==> config.mk <==
export PLATFORM = sky130hd
export DESIGN_NAME = rv32_exu_muldiv
export DESIGN_NICKNAME = d
export VERILOG_FILES = /design/src/hw/rtl/rv32_exu_pkg.sv /design/src/hw/rtl/rv32_exu_muldiv.sv
export SDC_FILE = /design/constraint.sdc
export NUM_CORES = 1
export LEC_CHECK = 0
export BUFFER_PORTS_ARGS = -buffer_cell sky130_fd_sc_hd__buf_4
export CORE_MARGIN = 4
export CORE_UTILIZATION = 63
export DETAILED_ROUTE_END_ITERATION = 16
export PLACE_DENSITY_LB_ADDON = 0.05
export SLEW_MARGIN = 20
export SYNTH_ARGS = -nofsm -noshare
export SYNTH_HDL_FRONTEND = slang
export SYNTH_SLANG_ARGS = --single-unit
==> constraint.sdc <==
create_clock -name clock -period 6.06 [get_ports clock]
set_input_delay 1.515 -clock clock [delete_from_list [all_inputs] [get_ports clock]]
set_output_delay 1.515 -clock clock [all_outputs]
set_load 0.02 [all_outputs]
==> src/hw/rtl/rv32_exu_pkg.sv <==
// shared opcodes, constants and types for the rv32im execute unit
`default_nettype none
package rv32_exu_pkg;
   localparam int unsigned MemBytesDefault = 65536;

   localparam logic [5:0] OP_ADDI   = 6'd0;
   localparam logic [5:0] OP_ANDI   = 6'd1;
   localparam logic [5:0] OP_ORI    = 6'd2;
   localparam logic [5:0] OP_XORI   = 6'd3;
   localparam logic [5:0] OP_SLTI   = 6'd4;
   localparam logic [5:0] OP_SLTIU  = 6'd5;
   localparam logic [5:0] OP_SLLI   = 6'd6;
   localparam logic [5:0] OP_SRLI   = 6'd7;
   localparam logic [5:0] OP_SRAI   = 6'd8;
   localparam logic [5:0] OP_ADD    = 6'd9;
   localparam logic [5:0] OP_SUB    = 6'd10;
   localparam logic [5:0] OP_AND    = 6'd11;
   localparam logic [5:0] OP_OR     = 6'd12;
   localparam logic [5:0] OP_XOR    = 6'd13;
   localparam logic [5:0] OP_SLL    = 6'd14;
   localparam logic [5:0] OP_SRL    = 6'd15;
   localparam logic [5:0] OP_SRA    = 6'd16;
   localparam logic [5:0] OP_SLT    = 6'd17;
   localparam logic [5:0] OP_SLTU   = 6'd18;
   localparam logic [5:0] OP_BEQ    = 6'd19;
   localparam logic [5:0] OP_BNE    = 6'd20;
   localparam logic [5:0] OP_BLT    = 6'd21;
   localparam logic [5:0] OP_BLTU   = 6'd22;
   localparam logic [5:0] OP_BGE    = 6'd23;
   localparam logic [5:0] OP_BGEU   = 6'd24;
   localparam logic [5:0] OP_JAL    = 6'd25;
   localparam logic [5:0] OP_JALR   = 6'd26;
   localparam logic [5:0] OP_LB     = 6'd27;
   localparam logic [5:0] OP_LBU    = 6'd28;
   localparam logic [5:0] OP_LH     = 6'd29;
   localparam logic [5:0] OP_LHU    = 6'd30;
   localparam logic [5:0] OP_LW     = 6'd31;
   localparam logic [5:0] OP_SB     = 6'd32;
   localparam logic [5:0] OP_SH     = 6'd33;
   localparam logic [5:0] OP_SW     = 6'd34;
   localparam logic [5:0] OP_AUIPC  = 6'd35;
   localparam logic [5:0] OP_LUI    = 6'd36;
   localparam logic [5:0] OP_MUL    = 6'd37;
   localparam logic [5:0] OP_MULH   = 6'd38;
   localparam logic [5:0] OP_MULHU  = 6'd39;
   localparam logic [5:0] OP_MULHSU = 6'd40;
   localparam logic [5:0] OP_DIV    = 6'd41;
   localparam logic [5:0] OP_DIVU   = 6'd42;
   localparam logic [5:0] OP_REM    = 6'd43;
   localparam logic [5:0] OP_REMU   = 6'd44;
   localparam logic [5:0] OP_UNKNOWN = 6'd47;

   localparam logic [31:0] JALR_MASK  = 32'hFFFF_FFFE;
   localparam logic [31:0] SEXT_B     = 32'hFFFF_FF00;
   localparam logic [31:0] SEXT_H     = 32'hFFFF_0000;
   localparam logic [31:0] SIGN_B     = 32'h0000_0080;
   localparam logic [31:0] SIGN_H     = 32'h0000_8000;

   // request to the shared multiply/divide unit
   typedef struct packed {
      logic        start;
      logic        is_div;
      logic        a_signed;
      logic        b_signed;
      logic        want_high;  // mul: high word; div: remainder
      logic [31:0] a;
      logic [31:0] b;
   } md_req_type;

   typedef struct packed {
      logic        done;
      logic [31:0] result;
   } md_rsp_type;
endpackage
`default_nettype wire

==> src/hw/rtl/rv32_exu_muldiv.sv <==
// iterative shared multiply/divide unit, one bit per cycle
`default_nettype none
module rv32_exu_muldiv (
   input  wire logic                     clock,
   input  wire logic                     reset,
   input  wire rv32_exu_pkg::md_req_type req,
   output rv32_exu_pkg::md_rsp_type      rsp
);
   logic        busy_ff, busy_in;
   logic [5:0]  count_ff, count_in;
   logic        is_div_ff, is_div_in;
   logic        high_ff, high_in;
   logic        neg_ff, neg_in;
   logic        zero_ff, zero_in;
   logic [31:0] a_ff, a_in;         // raw dividend or multiplier
   logic [31:0] b_ff, b_in;         // divisor or multiplicand magnitude
   logic [63:0] acc_ff, acc_in;     // product or {rem, quotient}
   logic        a_neg_ff, a_neg_in;
   logic        done_ff, done_in;
   logic [31:0] res_ff, res_in;

   logic        a_neg, b_neg;
   logic [31:0] a_mag, b_mag;
   logic [32:0] psum;
   logic [32:0] trial;
   logic [31:0] rem_next;
   logic [63:0] prod_neg;
   logic [31:0] q_fix, r_fix;

   assign rsp.done   = done_ff;
   assign rsp.result = res_ff;

   always_comb begin
      a_neg = req.a_signed & req.a[31];
      b_neg = req.b_signed & req.b[31];
      a_mag = a_neg ? (32'd0 - req.a) : req.a;
      b_mag = b_neg ? (32'd0 - req.b) : req.b;
      // multiply step: add multiplicand to high half, shift right
      psum  = {1'b0, acc_ff[63:32]} + (a_ff[0] ? {1'b0, b_ff} : 33'd0);
      // restoring divide step on {rem, dividend}
      trial = {acc_ff[63:32], acc_ff[31]} - {1'b0, b_ff};
      rem_next = trial[32] ? {acc_ff[62:31]} : trial[31:0];
      prod_neg = 64'd0 - acc_ff;
      q_fix = neg_ff ? (32'd0 - acc_ff[31:0]) : acc_ff[31:0];
      r_fix = a_neg_ff ? (32'd0 - acc_ff[63:32]) : acc_ff[63:32];
   end

   always_comb begin
      busy_in = busy_ff;
      count_in = count_ff;
      is_div_in = is_div_ff;
      high_in = high_ff;
      neg_in = neg_ff;
      zero_in = zero_ff;
      a_in = a_ff;
      b_in = b_ff;
      acc_in = acc_ff;
      a_neg_in = a_neg_ff;
      done_in = 1'b0;
      res_in = res_ff;
      if (req.start) begin
         busy_in = 1'b1;
         count_in = 6'd32;
         is_div_in = req.is_div;
         high_in = req.want_high;
         neg_in = a_neg ^ b_neg;
         zero_in = (req.b == 32'd0);
         a_in = req.is_div ? req.a : a_mag;
         b_in = b_mag;
         acc_in = req.is_div ? {32'd0, a_mag} : 64'd0;
         a_neg_in = a_neg;
      end else if (busy_ff) begin
         if (count_ff != 6'd0) begin
            count_in = count_ff - 6'd1;
            if (is_div_ff) begin
               acc_in = {rem_next, acc_ff[30:0], ~trial[32]};
            end else begin
               acc_in = {psum, acc_ff[31:1]};
               a_in = {1'b0, a_ff[31:1]};
            end
         end else begin
            busy_in = 1'b0;
            done_in = 1'b1;
            if (is_div_ff) begin
               if (zero_ff)
                  res_in = high_ff ? a_ff : 32'hFFFF_FFFF;
               else
                  res_in = high_ff ? r_fix : q_fix;
            end else begin
               if (neg_ff)
                  res_in = high_ff ? prod_neg[63:32] : prod_neg[31:0];
               else
                  res_in = high_ff ? acc_ff[63:32] : acc_ff[31:0];
            end
         end
      end
   end

   always_ff @(posedge clock) begin
      if (reset) begin
         busy_ff <= 1'b0;
         done_ff <= 1'b0;
         count_ff <= 6'd0;
      end else begin
         busy_ff <= busy_in;
         done_ff <= done_in;
         count_ff <= count_in;
      end
      is_div_ff <= is_div_in;
      high_ff <= high_in;
      neg_ff <= neg_in;
      zero_ff <= zero_in;
      a_ff <= a_in;
      b_ff <= b_in;
      acc_ff <= acc_in;
      a_neg_ff <= a_neg_in;
      res_ff <= res_in;
   end
endmodule
`default_nettype wire

### Word level (Yosys, flattened, before mapping)

Cells that the tools add are included.
W data, S select, Z words.

| operators by class | value |
|---|---|
| div/mod/pow operators | 0 |
| multipliers | 0 |
| equal/unequal tests | 1 |
| shifts and indexed selects | 0 |
| bitwise gates (word level) | 7 |
| add/sub/neg operators | 8 |
| reductions and logical operators | 10 |
| mux-type cells | 30 |
| magnitude comparators | 0 |

Operators by type and width:

| operator | number |
|---|---|
| $mux W32 | 19 |
| $mux W64 | 4 |
| $sub A1 B32 Y32 const A | 4 |
| $sub A1 B64 Y64 const A | 1 |
| $add A32 B32 Y33 | 1 |
| $sub A33 B32 Y33 | 1 |
| $logic_not A32 Y1 | 1 |
| $mux W6 | 3 |
| $reduce_and A3 Y1 | 2 |
| $reduce_bool A6 Y1 | 1 |
| $sub A6 B1 Y6 const B | 1 |
| $mux W1 | 4 |
| $not A1 Y1 | 4 |
| $reduce_and A2 Y1 | 2 |
| $reduce_bool A2 Y1 | 2 |
| $reduce_or A3 Y1 | 1 |
| $and A1 B1 Y1 | 2 |
| $ne A2 B2 Y1 const B | 1 |
| $reduce_or A2 Y1 | 1 |
| $xor A1 B1 Y1 | 1 |

| storage, ports and cells | value |
|---|---|
| logic and storage cells | 69 |
| ROM bits | 0 |
| output and inout bits | 33 |
| bits in registers | 173 |
| RAM bits | 0 |
| latch bits | 0 |
| memories kept | 0 |

### Longest topological paths before layout

| depth | value |
|---|---|
| depth in word-level cells | 6 |
| mapped depth | 14 |
| depth with buffers taken out | 13 |

### Least setup slack after synthesis

Ideal clock, no wire load.

| path | value |
|---|---|
| path type | input to register |
| start point | input req[33] in the netlist's numbering |
| end point | register acc_ff[29], data pin |
| data required time | 5.789 ns |
| stages | 10 |
| slack | 1.408 ns |
| library setup time | 0.271 ns |
| arrival | 4.380 ns |
| cell sequence | or4_4 > nor4_4 > nand2b_2 > or4_4 > or4b_4 > or3_4 > nor4b_1 > nor2_1 > xnor2_1 > o22ai_1 |

| between the ends | value |
|---|---|
| cells in the longest elaborated chain, start to end | 4 |

RTL lines:

| item | RTL line | text |
|---|---|---|
| start: declaration | rv32_exu_muldiv.sv:6 | `input wire rv32_exu_pkg::md_req_type req,` |
| $sub A1 B32 Y32 | rv32_exu_muldiv.sv:36 | `a_mag = a_neg ? (32'd0 - req.a) : req.a;` |
| $mux W32 | rv32_exu_muldiv.sv:36 |  |
| $mux W32 | rv32_exu_muldiv.sv:70 | `acc_in = req.is_div ? {32'd0, a_mag} : 64'd0;` |
| $mux W64 | rv32_exu_muldiv.sv:61 | `if (req.start) begin` |
| via acc_in[29] | rv32_exu_muldiv.sv:17 | `logic [63:0] acc_ff, acc_in;` |
| end signal: assignment | rv32_exu_muldiv.sv:115 | `acc_ff <= acc_in;` |
| end: declaration | rv32_exu_muldiv.sv:17 |  |

The timed path passes the listed nets, and every way through them passes these cells.
A chain may end at the register's enable or synchronous reset.

### Final worst setup path

| path | value |
|---|---|
| start point | input req[32] in the netlist's numbering |
| end point | register acc_ff[30], data pin |

The elaborated chain is that of the path after synthesis.

==> key figures <==
Run status
  – Status: complete, no violations

Layout
  – Final core utilization: 0.7048
  – Ant diodes: 0
  – Layout cells sized above 1: 0.1067
  – P&R area growth vs syn: 10.25%
  – Layout Nets: 1919
  – Highest-count cells in the layout ignoring fill and taps: a21oi_1 (168), o21ai_0 (168), edfxtp_1 (165)

Worst setup path
  – CP Data Arrival Time: 4.85 ns
  – Crit path launch type: input pin
  – Crit Path Max Fanout: 6
  – Family with the most delay on the worst path: simple AND/OR/NAND/NOR gates
  – Worst Setup End Kind: flip-flop
  – Critical R2R Launch: acc_ff[31]
  – Largest stage delay on the critical path: ~0.55 ns
  – CP dominant cell by count: nand2_1
  – Max stage delay cell, worst path: nor3_1
  – WP buf/inv: 2
  – CP startpoint: req[32]
  – Critical path required time: roughly 6.2 ns
  – Crit-path cells: buf_4, inv_1, ha_1, nor3b_1, nand2_1, or3_1, nor4_1, and2_1, nand2_1, nor3_1, a21oi_1, xnor2_1, o22ai_1
  – Critical path type: in2reg

Detailed routing
  – Total iterations of the first detailed-routing run: 8
  – Vias per cell: between 6 and 7
  – DRT antenna net count: 0
  – Routed Wire Length: 40630 microns
  – Vias: 13390
  – Drt initial violations: around 1400
  – Drt drc: 0
  – WL/cell: 19.26 microns

Placed design
  – DP HPWL: just under 30000 microns
  – DP Worst Slack: 0.9805 ns
  – Input/output buffers: 103
  – RePlAce Congestion: around 0.94

Timing
  – Peak Freq: ~210 MHz
  – Setup TNS: 0 ns
  – Tightest Pin Transition: 1.133 ns
  – PnR worst setup slack: roughly 1.4 ns
  – Slew HR: 0.2448
  – Tcrit/Tclk final: 0.7729
  – Worst Skew: 0.02109 ns
  – Fin. max-slew vios: 0
  – Fin Hold WS: between 0.5 and 0.6 ns
  – RSZ-0062 raised after global routing: no
  – Hold Violations, Final: 0
  – Count of final setup violators: 0
  – Final Critical Period: roughly 4.7 ns

Clock network
  – Post-CTS Resized: 0
  – # clock sinks: about 170
  – Clock Path Buffers: 2
  – Cts bufs inserted: 17
  – CTS H-tree lvls: 4
  – CTS tree: built
  – Skew-Pair Late Insertion Delay: between 0.4 and 0.5 ns
  – Hold-fix buffers at CTS: 0
  – Root Buffer: clkbuf_16
  – Post-CTS Setup Inserts: 0
  – CTS clock-pin slew for the worst setup and hold paths: 0.09 ns

Synthesis
  – Synth async-reset ratio: 0
  – Yosys warns: 0
  – Unique masters post-synth: 68
  – Part of the Yosys area used for sequential elements: 0.3419
  – Synthesized cell area: around 15000 sq um
  – Number of synthesized flops with an enable pin: about 170
  – Mapped Cells: around 1700
  – Mapped Avg Cell Area: around 8.6 sq um
  – Main flop type after synthesis: edfxtp_1
  – #FFs+latches synth: between 150 and 200
  – Syn_nets: 1877

Min path
  – Hold Crit Start: count_ff[1]
  – Hold Crit Class: reg2reg

Floorplanning
  – Die H: about 160 microns
  – Core area: ~23000 sq um
  – Initial core utilization: 0.6392
  – Row cnt: between 50 and 60
  – IO Pins: 104
  – Die W: about 160 microns
  – Die ar.: 26270 sq um

Power and ir drop
  – PnR Total Power: between 4 and 5 mW
  – Leakage: between 6 and 7 nW
  – Power Density: 291.3 nW/um^2
  – Clock power share: 0.230
  – Maximum VDD drop: between 0.15 and 0.2 mV
  – Flop pwr share: 0.363
  – Internal power: ~2.9 mW
  – NetSw: between 1.5 and 2 mW
  – Logic pwr share: 0.406
  – Switching share of total power: 0.3936

Global routing
  – Pin count of the biggest net entering global routing: a little under 90
  – First-pass GRT wire length: 64640 microns
  – Number of global-route vias before repair: roughly 13000
  – Grt ovf: 0
  – Initial antenna violation count: 2
  – All-Layer GR Usage: 0.3038

Job
  – Max-Cap Viols: 0
-- routing by layer --
layer  global-route usage  up-vias  share of wire
met5                    0        -        0.00032
met4               0.1165        2          0.035
met3              0.04440      106          0.069
met2               0.4996      547           0.47
met1               0.4089     6334           0.42
li1                     -     6403              -
-- per-stage QoR --
stage | std cells | cell area (sq um)
floorplan | 1735 | 14960
global route | 2109 | 16490
CTS | 2108 | 16480
detailed placement | 2076 | 15900
finish | 2109 | 16490
global placement | 2076 | 15900
-- cells by family (layout without fill, tap and decap cells) --
logic type,count (synthesis),after routing,share of synthesized area
and+or+nand+nor,522,522,0.1721
buffers and inverters,153,208,0.03906
muxes,70,70,0.04826
xor gates and xnor gates,239,239,0.1399
DFF,173,173,0.3419
adders and majority gates,71,71,0.06039
AOI/OAI and AO/OA,507,507,0.1983
-- cell usage after synthesis (all sizes together) (21+ instances only) --
master    n  area (sq um)
a211oi   23         172.7
a21o     24         180.2
a21oi   168         840.8
and2     41         256.5
clkbuf   84         315.3
edfxtp  165          4955
ha       69         863.3
inv      58         217.7
mux2i    62         620.6
nand2   149         559.3
nand3    21         105.1
nor2    143         536.8
nor3     31         155.2
o21ai   170         854.6
o22ai    36         225.2
or3      22         142.6
xnor2    99         867.1
xor2    140          1226
-- worst register-to-register path: cells and delay by family (launching register included) --
kind | cells | cell delay, ns
mux | 1 | 0.35
flops | 1 | 0.40
buf+inv | 2 | 0.54
simple gates | 3 | 0.50
compound gates | 6 | 1.83
fa+ha+maj | 2 | 0.67
-- flip-flops by register name, indices dropped and copies added (netlist names) --
register   flops
a_ff          32
b_ff          32
res_ff        32
zero_ff        1
done_ff        1
a_neg_ff       1
high_ff        1
is_div_ff      1
neg_ff         1
busy_ff        1
count_ff       6
acc_ff        64
-- final timing paths --
path / to / slack, ns / depth (start not counted)
setup / recovery: acc_ff[30] / 1.38 / 13
hold / removal: count_ff[1] / 0.54 / 2
setup reg to reg: acc_ff[32] / 1.56 / 14
hold reg to reg: count_ff[1] / 0.54 / 2
-- final cells by class --
cell class                 count  area, sq um
timing repair buffer         117        885.9
multi-input combinational   1409         9289
clock inverter                14        143.9
inverter                      59        221.5
clock buffer                  18        439.2
sequential                   173         5115
tap                          319        399.1
fill                        1951         6909
-- power by group through the flow --
stage / logic [mW] / registers, mW / clock network (mW)
after floorplan: 1.49 / 1.67 / 0
after detailed placement: 1.90 / 1.77 / 0
after global placement: 1.87 / 1.77 / 0
final: 1.95 / 1.75 / 1.11
after global routing: 2.16 / 1.76 / 1.16
after CTS: 1.92 / 1.75 / 1.11
Power figures use the tool's default switching activity.
